===== config.mk =====
export PLATFORM = sky130hd
export DESIGN_NAME = sensor_packet_bit_transmitter_core_flat
export DESIGN_NICKNAME = d
export VERILOG_FILES = /design/src/hw/rtl/spbt_pkg.sv /design/src/hw/rtl/spbt_if.sv /design/src/hw/rtl/sensor_packet_bit_transmitter_core.sv /design/src/hw/rtl/spbt_cfg.sv /design/src/hw/rtl/spbt_fsm.sv /design/src/flat_wrapper.sv
export SDC_FILE = /design/constraint.sdc
export NUM_CORES = 1
export LEC_CHECK = 0
export BUFFER_PORTS_ARGS = -buffer_cell sky130_fd_sc_hd__buf_2
export CORE_MARGIN = 1
export CORE_UTILIZATION = 51
export DETAILED_ROUTE_END_ITERATION = 8
export PLACE_DENSITY = 0.79
export SYNTH_ARGS = -nofsm -noshare
export SYNTH_HDL_FRONTEND = slang
export SYNTH_SLANG_ARGS = --single-unit

===== constraint.sdc =====
create_clock -name i_clk -period 5.6 [get_ports i_clk]
set_clock_uncertainty 0.2 [all_clocks]
set_input_delay 0.28 -clock i_clk [delete_from_list [all_inputs] [get_ports i_clk]]
set_output_delay 0.28 -clock i_clk [all_outputs]
set_load 0.01 [all_outputs]

===== src/hw/rtl/spbt_pkg.sv =====
// Shared types and constants for the sensor packet bit transmitter.
// No dependencies; every other file refers to this package by scoped names.
package spbt_pkg;

    localparam int unsigned TempW   = 16;
    localparam int unsigned DevIdW  = 32;
    localparam int unsigned SensTW  = 8;
    localparam int unsigned CfgIdxW = 8;
    localparam int unsigned CfgDatW = 32;

    // idle gap lasts GapTicks + 1 ticks
    localparam logic [7:0] GapTicks = 8'd64;

    localparam logic [SensTW-1:0] SensorTypeRst = 8'h02;

    // configuration register indexes
    localparam logic [CfgIdxW-1:0] CfgDeviceId   = 8'd0;
    localparam logic [CfgIdxW-1:0] CfgSensorType = 8'd1;

    typedef struct packed {
        logic [DevIdW-1:0] device_id;
        logic [SensTW-1:0] sensor_type;
    } t_cfg;

    typedef struct packed {
        logic line_level;
        logic in_gap;
    } t_step_res;

endpackage


===== src/hw/rtl/spbt_if.sv =====
// Handshake channel interfaces: request input, result output, configuration write.
// Depends on spbt_pkg for widths.
interface spbt_req_if;
    logic                          valid;
    logic                          ready;
    logic signed [spbt_pkg::TempW-1:0] temperature;

    modport source (output valid, output temperature, input ready);
    modport sink   (input valid, input temperature, output ready);
endinterface

interface spbt_res_if;
    logic valid;
    logic ready;
    logic line_level;
    logic in_gap;

    modport source (output valid, output line_level, output in_gap, input ready);
    modport sink   (input valid, input line_level, input in_gap, output ready);
endinterface

interface spbt_cfg_if;
    logic                          valid;
    logic                          ready;
    logic [spbt_pkg::CfgIdxW-1:0]  index;
    logic [spbt_pkg::CfgDatW-1:0]  data;

    modport source (output valid, output index, output data, input ready);
    modport sink   (input valid, input index, input data, output ready);
endinterface


===== src/hw/rtl/sensor_packet_bit_transmitter_core.sv =====
// Sensor packet bit transmitter, one bit-time tick per request.
// The request is held in the input register and advances into the result register
// once the result slot is free or draining; the receiver then takes the result.
// Throughput: 1 request per cycle while the result receiver applies no backpressure.
// Reset (synchronous, active low): line idles high, sequencer at start bit,
// device id 0, sensor type 2, both stages empty.
module sensor_packet_bit_transmitter_core (
    input  logic          i_clk,
    input  logic          i_rst_n,
    spbt_req_if.sink      i_req,
    spbt_cfg_if.sink      i_cfg,
    spbt_res_if.source    o_res
);

    logic                         r_in_vld;
    logic [spbt_pkg::TempW-1:0]   r_in_temp;
    logic                         r_out_vld;
    logic                         r_out_line;
    logic                         r_out_gap;
    logic                         adv;
    spbt_pkg::t_cfg               cfg;
    spbt_pkg::t_step_res          step_res;

    // advance the held request whenever the result slot is free or draining
    assign adv         = r_in_vld && (!r_out_vld || o_res.ready);
    assign i_req.ready = !r_in_vld || adv;

    spbt_cfg u_cfg (
        .i_clk   (i_clk),
        .i_rst_n (i_rst_n),
        .i_cfg   (i_cfg),
        .o_cfg   (cfg)
    );

    spbt_fsm u_fsm (
        .i_clk         (i_clk),
        .i_rst_n       (i_rst_n),
        .i_step        (adv),
        .i_temperature (r_in_temp),
        .i_cfg         (cfg),
        .o_res         (step_res)
    );

    always_ff @(posedge i_clk) begin
        if (!i_rst_n) begin
            r_in_vld  <= 1'b0;
            r_out_vld <= 1'b0;
        end else begin
            if (i_req.ready) begin
                r_in_vld <= i_req.valid;
            end
            if (adv) begin
                r_out_vld <= 1'b1;
            end else if (o_res.ready) begin
                r_out_vld <= 1'b0;
            end
        end
    end

    always_ff @(posedge i_clk) begin
        if (i_req.valid && i_req.ready) begin
            r_in_temp <= i_req.temperature;
        end
        if (adv) begin
            r_out_line <= step_res.line_level;
            r_out_gap  <= step_res.in_gap;
        end
    end

    assign o_res.valid      = r_out_vld;
    assign o_res.line_level = r_out_line;
    assign o_res.in_gap     = r_out_gap;

    a_gap_line_high: assert property (@(posedge i_clk) disable iff (!i_rst_n)
        r_out_vld && r_out_gap |-> r_out_line)
        else $error("idle gap tick with line low");

    a_adv_fills_out: assert property (@(posedge i_clk) disable iff (!i_rst_n)
        adv |=> r_out_vld)
        else $error("advanced request left no result");

    a_no_stall_empty: assert property (@(posedge i_clk) disable iff (!i_rst_n)
        r_in_vld && !r_out_vld |-> adv)
        else $error("request held while result slot empty");

endmodule


===== src/hw/rtl/spbt_cfg.sv =====
// Configuration registers: device id and sensor type.
// Depends on spbt_pkg and spbt_cfg_if.
module spbt_cfg (
    input  logic              i_clk,
    input  logic              i_rst_n,
    spbt_cfg_if.sink          i_cfg,
    output spbt_pkg::t_cfg    o_cfg
);

    logic [spbt_pkg::DevIdW-1:0] r_device_id;
    logic [spbt_pkg::SensTW-1:0] r_sensor_type;

    assign i_cfg.ready = 1'b1;

    always_ff @(posedge i_clk) begin
        if (!i_rst_n) begin
            r_device_id   <= '0;
            r_sensor_type <= spbt_pkg::SensorTypeRst;
        end else if (i_cfg.valid) begin
            // drop writes to unknown indexes
            case (i_cfg.index)
                spbt_pkg::CfgDeviceId:   r_device_id   <= i_cfg.data;
                spbt_pkg::CfgSensorType: r_sensor_type <= i_cfg.data[spbt_pkg::SensTW-1:0];
                default: ;
            endcase
        end
    end

    assign o_cfg.device_id   = r_device_id;
    assign o_cfg.sensor_type = r_sensor_type;

endmodule


===== src/hw/rtl/spbt_fsm.sv =====
// Packet sequencer: phase, bit/byte counters, latched temperature, checksum, line.
// Depends on spbt_pkg (config and result structs, gap length).
module spbt_fsm (
    input  logic                              i_clk,
    input  logic                              i_rst_n,
    input  logic                              i_step,
    input  logic [spbt_pkg::TempW-1:0]        i_temperature,
    input  spbt_pkg::t_cfg                    i_cfg,
    output spbt_pkg::t_step_res               o_res
);

    typedef enum logic [2:0] {
        PH_START   = 3'd0,
        PH_DATA    = 3'd1,
        PH_STOP    = 3'd3,
        PH_WAIT    = 3'd4,
        PH_RS_HIGH = 3'd5,
        PH_RS_LOW  = 3'd6
    } t_phase;

    t_phase       r_phase, n_phase;
    logic [2:0]   r_bit_idx, n_bit_idx;
    logic [2:0]   r_byte_idx, n_byte_idx;
    logic [7:0]   r_gap_cnt, n_gap_cnt;
    logic [15:0]  r_latched, n_latched;
    logic [7:0]   r_sum, n_sum;
    logic         r_line, n_line;
    logic         gap;
    logic [7:0]   cur_byte;
    logic [7:0]   start_sum;
    logic [7:0]   gap_inc;

    // byte currently on the wire
    always_comb begin
        case (r_byte_idx)
            3'd0:    cur_byte = i_cfg.device_id[31:24];
            3'd1:    cur_byte = i_cfg.device_id[23:16];
            3'd2:    cur_byte = i_cfg.device_id[15:8];
            3'd3:    cur_byte = i_cfg.device_id[7:0];
            3'd4:    cur_byte = i_cfg.sensor_type;
            3'd5:    cur_byte = r_latched[15:8];
            3'd6:    cur_byte = r_latched[7:0];
            default: cur_byte = r_sum;
        endcase
    end

    // checksum over bytes 0-6 with the freshly latched temperature
    assign start_sum = ((i_cfg.device_id[31:24] + i_cfg.device_id[23:16])
                      + (i_cfg.device_id[15:8] + i_cfg.device_id[7:0]))
                     + ((i_cfg.sensor_type + i_temperature[15:8]) + i_temperature[7:0]);

    assign gap_inc = r_gap_cnt + 8'd1;

    always_comb begin
        n_phase    = r_phase;
        n_bit_idx  = r_bit_idx;
        n_byte_idx = r_byte_idx;
        n_gap_cnt  = r_gap_cnt;
        n_latched  = r_latched;
        n_sum      = r_sum;
        n_line     = r_line;
        gap        = 1'b0;
        case (r_phase)
            PH_START: begin
                n_line     = 1'b0;
                n_bit_idx  = '0;
                n_byte_idx = '0;
                n_latched  = i_temperature;
                n_sum      = start_sum;
                n_phase    = PH_DATA;
            end
            PH_DATA: begin
                n_line    = cur_byte[3'd7 - r_bit_idx];
                n_bit_idx = r_bit_idx + 3'd1;
                if (r_bit_idx == 3'd7) begin
                    n_byte_idx = r_byte_idx + 3'd1;
                    // no resync pair after the checksum byte
                    n_phase    = (r_byte_idx == 3'd7) ? PH_STOP : PH_RS_HIGH;
                end
            end
            PH_RS_HIGH: begin
                n_line  = 1'b1;
                n_phase = PH_RS_LOW;
            end
            PH_RS_LOW: begin
                n_line  = 1'b0;
                n_phase = PH_DATA;
            end
            PH_STOP: begin
                n_line    = 1'b1;
                n_gap_cnt = '0;
                n_phase   = PH_WAIT;
            end
            PH_WAIT: begin
                gap       = 1'b1;
                n_gap_cnt = gap_inc;
                if (gap_inc > spbt_pkg::GapTicks) begin
                    n_phase = PH_START;
                end
            end
            default: begin
                n_phase = PH_START;
            end
        endcase
    end

    always_ff @(posedge i_clk) begin
        if (!i_rst_n) begin
            r_phase    <= PH_START;
            r_bit_idx  <= '0;
            r_byte_idx <= '0;
            r_gap_cnt  <= '0;
            r_latched  <= '0;
            r_sum      <= '0;
            r_line     <= 1'b1;
        end else if (i_step) begin
            r_phase    <= n_phase;
            r_bit_idx  <= n_bit_idx;
            r_byte_idx <= n_byte_idx;
            r_gap_cnt  <= n_gap_cnt;
            r_latched  <= n_latched;
            r_sum      <= n_sum;
            r_line     <= n_line;
        end
    end

    assign o_res.line_level = n_line;
    assign o_res.in_gap     = gap;

endmodule


===== src/flat_wrapper.sv =====
// flat-port wrapper written by rule: the top's interface ports become plain ports
module sensor_packet_bit_transmitter_core_flat 
  (i_clk, i_rst_n, i_req_valid, i_req_temperature, i_req_ready, i_cfg_valid, i_cfg_index, i_cfg_data, i_cfg_ready, o_res_valid, o_res_line_level, o_res_in_gap, o_res_ready);
  spbt_req_if i_req_i ();
  spbt_cfg_if i_cfg_i ();
  spbt_res_if o_res_i ();
  input  logic i_clk;
  input  logic i_rst_n;
  input wire logic [$bits(i_req_i.valid)-1:0] i_req_valid;
  input wire logic [$bits(i_req_i.temperature)-1:0] i_req_temperature;
  output wire logic [$bits(i_req_i.ready)-1:0] i_req_ready;
  input wire logic [$bits(i_cfg_i.valid)-1:0] i_cfg_valid;
  input wire logic [$bits(i_cfg_i.index)-1:0] i_cfg_index;
  input wire logic [$bits(i_cfg_i.data)-1:0] i_cfg_data;
  output wire logic [$bits(i_cfg_i.ready)-1:0] i_cfg_ready;
  output wire logic [$bits(o_res_i.valid)-1:0] o_res_valid;
  output wire logic [$bits(o_res_i.line_level)-1:0] o_res_line_level;
  output wire logic [$bits(o_res_i.in_gap)-1:0] o_res_in_gap;
  input wire logic [$bits(o_res_i.ready)-1:0] o_res_ready;
  assign i_req_i.valid = i_req_valid;
  assign i_req_i.temperature = i_req_temperature;
  assign i_req_ready = i_req_i.ready;
  assign i_cfg_i.valid = i_cfg_valid;
  assign i_cfg_i.index = i_cfg_index;
  assign i_cfg_i.data = i_cfg_data;
  assign i_cfg_ready = i_cfg_i.ready;
  assign o_res_valid = o_res_i.valid;
  assign o_res_line_level = o_res_i.line_level;
  assign o_res_in_gap = o_res_i.in_gap;
  assign o_res_i.ready = o_res_ready;
  sensor_packet_bit_transmitter_core u_core (.i_clk(i_clk), .i_rst_n(i_rst_n), .i_req(i_req_i), .i_cfg(i_cfg_i), .o_res(o_res_i));
endmodule

==> metrics.cfg, run 1 <==
[min_path]
min_path_type=in -> reg
hold_depth=4

[worst_setup_path]
startpoint_type=register
crit_slowest_cell=fa_1
worst-setup-path-type=reg -> reg
slowest_delay_ns=0.54
end_kind=register
worst_ep_required_time_ns=5.73
r2r_cells=15
path_cells=inv_1, fa_1, inv_1, fa_1, inv_1, fa_1, fa_1, inv_1, ha_1, nor2b_1, o21ai_1, a21oi_1, o21a_1, or3_1, a31oi_1
path_max_fanout=3
cp.arrival_ns=4.48

[pwr]
vdd_drop_max_v=0.000165
p_leak_nw=2.61
powerDensity_nw_per_um2=213

[yosys]
synth_area_leaders=dfxtp_1 (30%), fa_1 (11%), edfxtp_1 (9.6%)
ys_seq_area_share_pct=39.6
synth_largest_area_cell=dfxtp_1
syn_area_um2=5610
synth_ff_type=dfxtp_1
postSynthCellCount=650
synth-edff-count=18
syn-num-nets=761
async_reset_ff_share_pct=0
synth_top_area_share_pct=30.0
synth_seq_cells=102
synth.avg_cell_area_um2=8.64
ys_types=59
ys.warnings.count=0

[layout]
num_antenna_cells=0
final_cells=886
design_area_um2=6650
nets=856
num-fill-cells=860
drive_gt1_share_pct=13.1
area_growth_pct=18.4

[sta]
final_max_slew_viol_count=0
setup_tns_ns=0
period_minus_slack_ns=4.35
finalHoldViolations=0
fmax_mhz=230
tightest_slew_ns=1.12
rsz0062_at_grt=no
fin_crit_sh_pct=77.7
relSlewSlack_pct=25.6
setup_viol=0

[drt]
drtPass1Iterations=7
antenna_left=0
routedWlPerCell_um=16.5
drc=0
wl_mm=14.6
first_iter_violations=450
vias=4920
viasPerCell=5.55

[clock_tree]
cts_made_buffers=9
cts_resized=0
cts_buffer_depth=2
clock-root-buffer=clkbuf_8
cts.reportedPaths.clkPinSlew_ns=0.11
htree_num_levels=3
clkSinkCount=102
cts_tree=yes
clock_latency_ns=0.39

[grt]
grt_usage_pct=26.9
grt_pass1_wl_mm=23.4
grt_start_max_net_pins=47
grt-ovfl-total=0
antenna_found_initial=0
grt_pass1_vias=4950

[placed_design]
place_area_um2=5970
dp_hpwl_mm=9.89
gp_congestion=0.875
port_buffers=64
dpl.cell_count=820

[floorplanning]
fp.dieH_um=107
fp-row-count=37
core-area_um2=10500
die-area_um2=11400
start_util_pct=53.4
ios=66
die_w_um=107

[outcome]
status=finished clean

[flow_run]
drv_cap=0

routing by layer:
metal | GRT usage [%] | share of wire [%]
met5 | 0 | 0
met4 | 11.1 | 4.2
met3 | 6.44 | 5.5
met2 | 49.4 | 52
met1 | 29.4 | 38
flip-flops by register name, summed over array words and instances, names as in the netlist, 8 cells and up:
signal and cells:
u_core.u_fsm.r_gap_cnt 8, u_core.r_in_temp 16, u_core.u_fsm.r_sum 8, u_core.u_fsm.r_latched 16, u_core.u_cfg.r_device_id 32, u_core.u_cfg.r_sensor_type 8
Yosys cell counts (2+ instances only):
cell	number
nand2_1	132
dfxtp_1	84
a21oi_1	82
inv_1	79
fa_1	32
nor2_1	31
clkbuf_1	19
edfxtp_1	18
ha_1	18
nand3_1	18
xnor2_1	14
mux2i_1	11
buf_2	10
o21ai_0	9
a22oi_1	7
nand3b_1	6
or3_1	6
a211oi_1	5
o21ai_1	5
a221oi_1	4
a222oi_1	4
nand4_1	4
nor3_1	4
buf_6	3
inv_2	3
o22ai_1	3
a21o_1	2
a31oi_1	2
and2_1	2
nor2b_1	2
nor3_2	2
nor4b_1	2
report_power, final:
group          internal, W  switching, W  total [W]
registers         0.000769     0.0000176   0.000786
logic            0.0000861     0.0000976   0.000184
clock network     0.000168      0.000278   0.000446
cell families (layout without fill, tap and decap cells):
group	count (synthesis)	count (layout)	share of synthesized area, %
and+or+nand+nor	218	218	17.1
buffers and inverters	116	216	8.45
other	1	1	0.0668
DFF	102	102	39.6
adders and majority gates	50	50	15.4
xor gates and xnor gates	15	15	2.34
AOI/OAI and AO/OA	135	135	14.4
muxes	13	13	2.56
stage by stage:
stage	setup slack (ns)	hold slack (ns)	util, %	power, W
after floorplan	1.43	0.142	-	0.000902
final	1.25	0.0201	63.3	0.00142
after CTS	1.24	0.0212	63.3	0.00141
after global routing	1.02	0.0584	63.3	0.00147
after global placement	1.34	0.238	56.8	0.000951
after detailed placement	1.26	0.246	56.8	0.000957
worst max-delay path, delay by kind of cell (launching register included):
kind | cells | cell delay (ns)
and+or+nand+nor | 2 | 0.49
adders and majority gates | 5 | 2.41
buffers and inverters | 4 | 0.21
AOI/OAI and AO/OA | 4 | 0.62
DFF | 1 | 0.37
cells in the final DEF (no fill, tap or decap), drive strengths merged, types with 2 or more instances in the layout:
master / synthesis / final
nor4: 2 / 2
nand4: 4 / 4
nor2: 32 / 32
buf: 14 / 67
a21oi: 82 / 82
fa: 32 / 32
a221oi: 5 / 5
o21ai: 14 / 14
mux2i: 11 / 11
inv: 82 / 85
ha: 18 / 18
nand2: 132 / 132
nand3: 19 / 19
nor4b: 2 / 2
edfxtp: 18 / 18
xnor2: 14 / 14
nor3: 6 / 6
dfxtp: 84 / 84
a211oi: 5 / 5
nor2b: 2 / 2
clkbuf: 19 / 9
a21o: 2 / 2
a222oi: 4 / 4
a31oi: 2 / 2
dlygate4sd3: 0 / 50
nand3b: 6 / 6
a22oi: 7 / 7
o22ai: 3 / 3
clkinv: 1 / 4
and2: 2 / 2
or3: 6 / 6
final timing paths:
path / start / endpoint / slack, ns
setup / recovery: u_core.u_cfg.r_device_id[3] / u_core.u_fsm.r_sum[7] / 1.25
hold / removal: o_res_ready / u_core.o_res.valid / 0.02
setup reg to reg: u_core.u_cfg.r_device_id[3] / u_core.u_fsm.r_sum[7] / 1.25
hold reg to reg: u_core.u_fsm.r_sum[4] / u_core.u_fsm.r_sum[4] / 0.26
cell type report:
cell class | instances | area [um2] | share of cell area, %
timing repair buffer | 117 | 843 | 12.7
clock buffer | 9 | 124 | 1.86
tap | 136 | 170 | 2.56
multi-input combinational | 432 | 2920 | 43.9
clock inverter | 7 | 57.6 | 0.866
inverter | 83 | 312 | 4.69
sequential | 102 | 2220 | 33.4
what timing repair did:
item | in CTS | in global routing
hold endpoints to repair | 56 | 0
buffers inserted | 0 | 0
hold buffers | 50 | 0
Note: power is estimated with default switching activity, not from simulation.
==> run 2, diff against run 1 <==
clock period = 4.3 ns   (was 5.6 ns; I/O delays follow)
==> run 2 against run 1 <==
  * Worst setup slack got worse by 1.1 ns
  * Fmax increased by 5.0%
  * Cell count increased by 0.56%
  * Hold slack improved by 0.18 ns
  * Routed wire length decreased by 0.91%
  * Combinational power increased by 40%
  * Die area unchanged
  * Sequential share of layout area decreased by 0.33 points
  * Total power increased by 34%
  * Highest routed layer unchanged
==> metrics.cfg, run 2 (synthesis gave the netlist of run 1 again) <==
[sta]
whs_ns=0.201  ; +0.181 ns
tightest_slew_ns=1.28  ; +0.164 ns
fmax_mhz=241  ; +5.0%
finalHoldViolations=0  ; unchanged
fin_crit_sh_pct=96.3  ; +19 points
layout_setup_ws_ns=0.157  ; -1.09 ns
final_max_slew_viol_count=0  ; unchanged
period_minus_slack_ns=4.14  ; -0.209 ns
relSlewSlack_pct=14.6  ; -11 points
setup_viol=0  ; unchanged

[clock_tree]
clock-root-buffer=clkbuf_8
cts_tree=yes
cts_made_buffers=9  ; unchanged
clkSinkCount=102  ; unchanged
clock_latency_ns=0.38  ; about the same
htree_num_levels=3  ; unchanged
cts.reportedPaths.clkPinSlew_ns=0.10  ; about the same
cts_buffer_depth=2  ; unchanged

[drt]
drc=0  ; unchanged
viasPerCell=5.59  ; +0.63%
first_iter_violations=441  ; -2.0%
wl_mm=14.4  ; -0.91%
drtPass1Iterations=6  ; -1
antenna_left=0  ; unchanged
vias=4979  ; +1.2%
routedWlPerCell_um=16.2  ; -1.5%

[layout]
num_antenna_cells=0  ; unchanged
area_growth_pct=20.3
final_common_cell=nand2_1
final_cells=891  ; +0.56%
layout_top_registers=u_core.u_cfg.r_device_id (32), u_core.r_in_temp (16), u_core.u_fsm.r_latched (16)
final_core_util_pct=64.3  ; +1.0 points
final_cell_mix=nand2_1 (132), a21oi_1 (80), inv_1 (79)
nets=861  ; +0.58%
largest_register_ffs=32  ; unchanged
design_area_um2=6750  ; +1.6%
num-fill-cells=848  ; -1.4%
drive_gt1_share_pct=15.0  ; +1.9 points
top_register=u_core.u_cfg.r_device_id

[floorplanning]
die-area_um2=11400  ; unchanged
fp.dieH_um=107  ; unchanged
fp-row-count=37  ; unchanged
start_util_pct=53.4  ; unchanged
ios=66  ; unchanged
die_w_um=107  ; unchanged
core-area_um2=10500  ; unchanged

[pwr]
p_leak_nw=2.64  ; +0.97%
powerDensity_nw_per_um2=280  ; +32%
vdd_drop_max_v=0.000273  ; +65%

[grt]
grt_pass1_vias=5019  ; +1.4%
antenna_found_initial=0  ; unchanged
grt_usage_pct=26.9  ; about the same
grt_start_max_net_pins=48  ; +2.1%
grt-ovfl-total=0  ; unchanged
grt_pass1_wl_mm=23.6  ; +1.1%

[placed_design]
dpl.cell_count=821  ; +0.12%
place_area_um2=5970  ; +0.13%
dp_hpwl_mm=9.88  ; -0.13%
port_buffers=64  ; unchanged
dp_slack_ns=0.0101  ; -1.25 ns
gp_congestion=0.900  ; +2.8%

[worst_setup_path]
slowest_delay_ns=0.55  ; about the same
path_cells=inv_1, fa_1, fa_1, fa_1, inv_1, ha_1, ha_1, inv_1, fa_2, nor2b_1, o21ai_2, a21oi_2, o21a_1, or3_1, a31oi_1
rr_startpoint=u_core.r_in_temp[1]
worst_ep_required_time_ns=4.42  ; -1.31 ns
r2r_cells=15  ; unchanged
crit_slowest_cell=fa_1
end_kind=register
rrSetupSlack_ns=0.16  ; -1.09 ns
path_max_fanout=2  ; -1
cp.arrival_ns=4.26  ; -0.22 ns
worst-setup-path-type=reg -> reg
startpoint_type=register
r2r_end=u_core.u_fsm.r_sum[7]

[flow_run]
drv_cap=0  ; unchanged

[min_path]
hold_depth=4  ; unchanged
min_path_type=in -> reg
min-delay-start=i_cfg_index[0]
min_to=u_core.u_cfg.r_device_id[12]

[outcome]
status=finished clean

## run 2: cell count changes in the layout (fill, tap and decap cells not counted), moves of 3 or more
cell | previous run | this run
dfxtp_1 | 84 | 74
dlygate4sd3_1 | 50 | 53
clkbuf_1 | 0 | 3
dfxtp_2 | 0 | 10
## run 2: per-stage QoR
step	TNS, ns	total power [W]
final	0	0.00189
after global routing	-0.0129	0.00197
after CTS	0	0.00189
after detailed placement	0	0.00125
after global placement	0	0.00124
after floorplan	0	0.00117
## run 2: critical path, delay by kind of cell, from the launching register on
| family | cells | cell delay, ns |
|---|---|---|
| buf+inv | 3 | 0.23 |
| compound gates | 4 | 0.56 |
| fa+ha+maj | 6 | 2.21 |
| flops | 1 | 0.47 |
| simple gates | 2 | 0.39 |
## run 2: final cells by class
class	count	area (um2)	share of cell area [%]
multi-input combinational	432	2960	43.8
sequential	102	2230	33.1
timing repair buffer	122	888	13.2
inverter	83	312	4.61
tap	136	170	2.52
clock buffer	12	135	2.00
clock inverter	4	55.1	0.815
## run 2: timing repair
action,4_1_cts,5_1_grt
setup endpoints to repair,1,2
pin swaps,0,12
gates resized for setup,1,16
hold buffers,53,0
hold endpoints to repair,63,0
setup buffers,0,1
## run 2: worst max-delay path by stage
| stage | cells past startpoint | slack, ns | to | from |
|---|---|---|---|---|
| 3_3_place_gp | 15 | 0.09 | u_core.u_fsm.r_sum[7] | u_core.u_cfg.r_device_id[3] |
| 3_5_place_dp | 15 | 0.01 | u_core.u_fsm.r_sum[7] | u_core.u_cfg.r_device_id[3] |
| 4_1_cts | 15 | 0.002 | u_core.u_fsm.r_sum[7] | u_core.u_cfg.r_device_id[11] |
| 5_1_grt | 15 | -0.01 | u_core.u_fsm.r_sum[7] | u_core.r_in_temp[1] |
| 2_1_floorplan | 15 | 0.13 | u_core.u_fsm.r_sum[7] | u_core.u_cfg.r_device_id[3] |
| 6_report | 15 | 0.16 | u_core.u_fsm.r_sum[7] | u_core.r_in_temp[1] |
## run 2: power by group
part           internal [W]  switching (W)  total, W
Sequential          0.00100      0.0000234   0.00102
Combinational      0.000125       0.000132  0.000257
Clock              0.000273       0.000338  0.000611
## run 2: per-layer routing
layer,GRT usage (%),up-vias,routed length [um]
met3,5.11,55,839
li1,-,2340,-
met5,0,-,0
met1,31.1,2388,5530
met2,46.8,196,7450
met4,14.7,0,622
==> run 3, diff against run 2 <==
MAX_ROUTING_LAYER = met4   (was default)
SETUP_SLACK_MARGIN = 0.5   (was default)
==> run 3 against run 2 <==
  * Non-clock buffer count rose by 1
  * Hold slack worse by 0.040 ns
  * Die area stayed put
  * Combinational power increased by 5%
  * Via count up 0.38%
  * Critical endpoint unchanged
==> metrics.cfg, run 3 (synthesis gave the netlist of run 1 again) <==
[outcome]
status=finished clean

[grt]
grt_usage_pct=28.6  ; +1.7 points
grt_pass1_wl_mm=24.4  ; +3.1%
use_met2_pct=49.2  ; +2.4 points
grt_most_used_layer=met2
grt-ovfl-total=0  ; unchanged
grt_start_max_net_pins=48  ; unchanged
antenna_found_initial=0  ; unchanged
grt_pass1_vias=5158  ; +2.8%
met1_usage_pct=31.7  ; +0.54 points
grtUsageMet3_pct=6.32  ; +1.2 points

[worst_setup_path]
end_kind=register
r2r_cells=15  ; unchanged
rrSetupSlack_ns=0.22  ; +0.06 ns
crit_path_start=u_core.u_cfg.r_device_id[3]
worst_ep_required_time_ns=4.42  ; about the same
startpoint_type=register
path_cells=inv_1, fa_1, inv_1, fa_1, inv_1, fa_1, fa_1, inv_1, ha_4, nor2b_1, o21ai_2, a21oi_2, o21a_1, or3_1, a31oi_1
path_max_fanout=3  ; +1
crit_end=u_core.u_fsm.r_sum[7]
slowest_delay_ns=0.53  ; -0.02 ns
crit_slowest_cell=fa_1
rr_startpoint=u_core.u_cfg.r_device_id[3]
cp.arrival_ns=4.20  ; -0.06 ns
worst-setup-path-type=reg -> reg
r2r_end=u_core.u_fsm.r_sum[7]

[sta]
finalHoldViolations=0  ; unchanged
relSlewSlack_pct=21.0  ; +6.4 points
period_minus_slack_ns=4.08  ; -0.0598 ns
rsz0062_at_grt=yes
fmax_mhz=245  ; +1.5%
setup_tns_ns=0  ; unchanged
fin_crit_sh_pct=94.9  ; -1.4 points
tightest_slew_ns=1.18  ; -0.0953 ns
setup_viol=0  ; unchanged
final_max_slew_viol_count=0  ; unchanged

[layout]
final_common_cell=nand2_1
final_cell_mix=nand2_1 (132), a21oi_1 (78), dfxtp_1 (77)
final_core_util_pct=64.8  ; +0.50 points
largest_register_ffs=32  ; unchanged
num-fill-cells=839  ; -1.1%
layout_top_registers=u_core.u_cfg.r_device_id (32), u_core.r_in_temp (16), u_core.u_fsm.r_latched (16)
area_growth_pct=21.2
drive_gt1_share_pct=16.3  ; +1.3 points
num_antenna_cells=0  ; unchanged
top_register=u_core.u_cfg.r_device_id
nets=862  ; +0.12%

[clock_tree]
cts_tree=yes
clock_latency_ns=0.39  ; about the same
clock-root-buffer=clkbuf_8
htree_num_levels=3  ; unchanged
cts_buffer_depth=2  ; unchanged
cts.reportedPaths.clkPinSlew_ns=0.10  ; about the same
cts_made_buffers=9  ; unchanged
clkSinkCount=102  ; unchanged

[placed_design]
port_buffers=64  ; unchanged
gp_congestion=0.930  ; +3.3%
dp_hpwl_mm=9.84  ; -0.43%

[drt]
antenna_left=0  ; unchanged
routedWlPerCell_um=16.4  ; +0.93%
drtPass1Iterations=6  ; unchanged
vias=4998  ; +0.38%
drc=0  ; unchanged
wl_mm=14.6  ; +1.0%
viasPerCell=5.60  ; +0.27%
first_iter_violations=500  ; +13%

[pwr]
powerDensity_nw_per_um2=281  ; +0.26%
p_leak_nw=2.66  ; +0.94%
vdd_drop_max_v=0.000319  ; +17%

[floorplanning]
fp-row-count=37  ; unchanged
die-area_um2=11400  ; unchanged
ios=66  ; unchanged
core-area_um2=10500  ; unchanged
start_util_pct=53.4  ; unchanged
fp.dieH_um=107  ; unchanged
die_w_um=107  ; unchanged

[flow_run]
drv_cap=0  ; unchanged

[min_path]
min_path_type=in -> reg
hold_depth=4  ; unchanged

run 3: changes by cell type in the layout (fill, tap and decap cells not counted), sizes merged:
cell,before,now
buf,69,71
clkbuf,12,10
clkinv,1,2
clkinvlp,1,0
dlygate4sd3,53,52
inv,84,86
run 3: how the worst min path moves through the flow:
stage / from / end
4_1_cts: i_cfg_index[0] / u_core.u_cfg.r_device_id[3]
5_1_grt: i_cfg_index[0] / u_core.u_cfg.r_device_id[25]
3_5_place_dp: i_req_temperature[5] / u_core.r_in_temp[5]
2_1_floorplan: i_rst_n / u_core.u_cfg.r_sensor_type[1]
3_3_place_gp: i_req_temperature[5] / u_core.r_in_temp[5]
6_report: i_cfg_index[0] / u_core.u_cfg.r_device_id[3]
run 3: critical path: cells and delay by family (launching register included):
kind | cells | cell delay [ns]
AO/OA/AOI/OAI | 4 | 0.57
adder cells (fa/ha/maj) | 5 | 2.21
buffers and inverters | 4 | 0.21
flip-flops | 1 | 0.34
AND/OR/NAND/NOR | 2 | 0.48
run 3: cell type report:
class	instances	area [um2]	area share, %
multi-input cells	432	3000	44.1
well taps	136	170	2.50
clock buffers	10	128	1.87
clock inverters	6	68.8	1.01
repair buffers	123	893	13.1
inverters	83	312	4.58
flip-flops and latches	102	2230	32.8
run 3: per-stage QoR:
| step | worst slack, ns | hold WS [ns] | area (um2) | power [W] | instances |
|---|---|---|---|---|---|
| 3_3_place_gp | 0.273 | 0.192 | 5980 | 0.00124 | 818 |
| 4_1_cts | 0.192 | 0.139 | 6790 | 0.00190 | 892 |
| 6_report | 0.217 | 0.160 | 6810 | 0.00191 | 892 |
| 3_5_place_dp | 0.189 | 0.193 | 5980 | 0.00125 | 818 |
| 2_1_floorplan | 0.350 | 0.0769 | 5650 | 0.00118 | 650 |
| 5_1_grt | 0.0489 | 0.191 | 6810 | 0.00199 | 892 |
run 3: layer usage:
metal	vias to the layer above	wire length (um)
met5	-	0
met3	66	827
met1	2359	5570
met4	0	679
li1	2348	-
met2	225	7520
run 3: what timing repair did:
item	CTS	global route
setup buffers	6	0
hold buffers	52	0
endpoints found under the setup margin	4	4
pin swaps	16	6
endpoints found under the hold margin	64	0
gates resized for setup	13	5
gates cloned	0	0
run 3: where the power goes:
group | internal, W | switching [W]
Combinational | 0.000131 | 0.000138
Sequential | 0.00100 | 0.0000235
Clock | 0.000274 | 0.000344
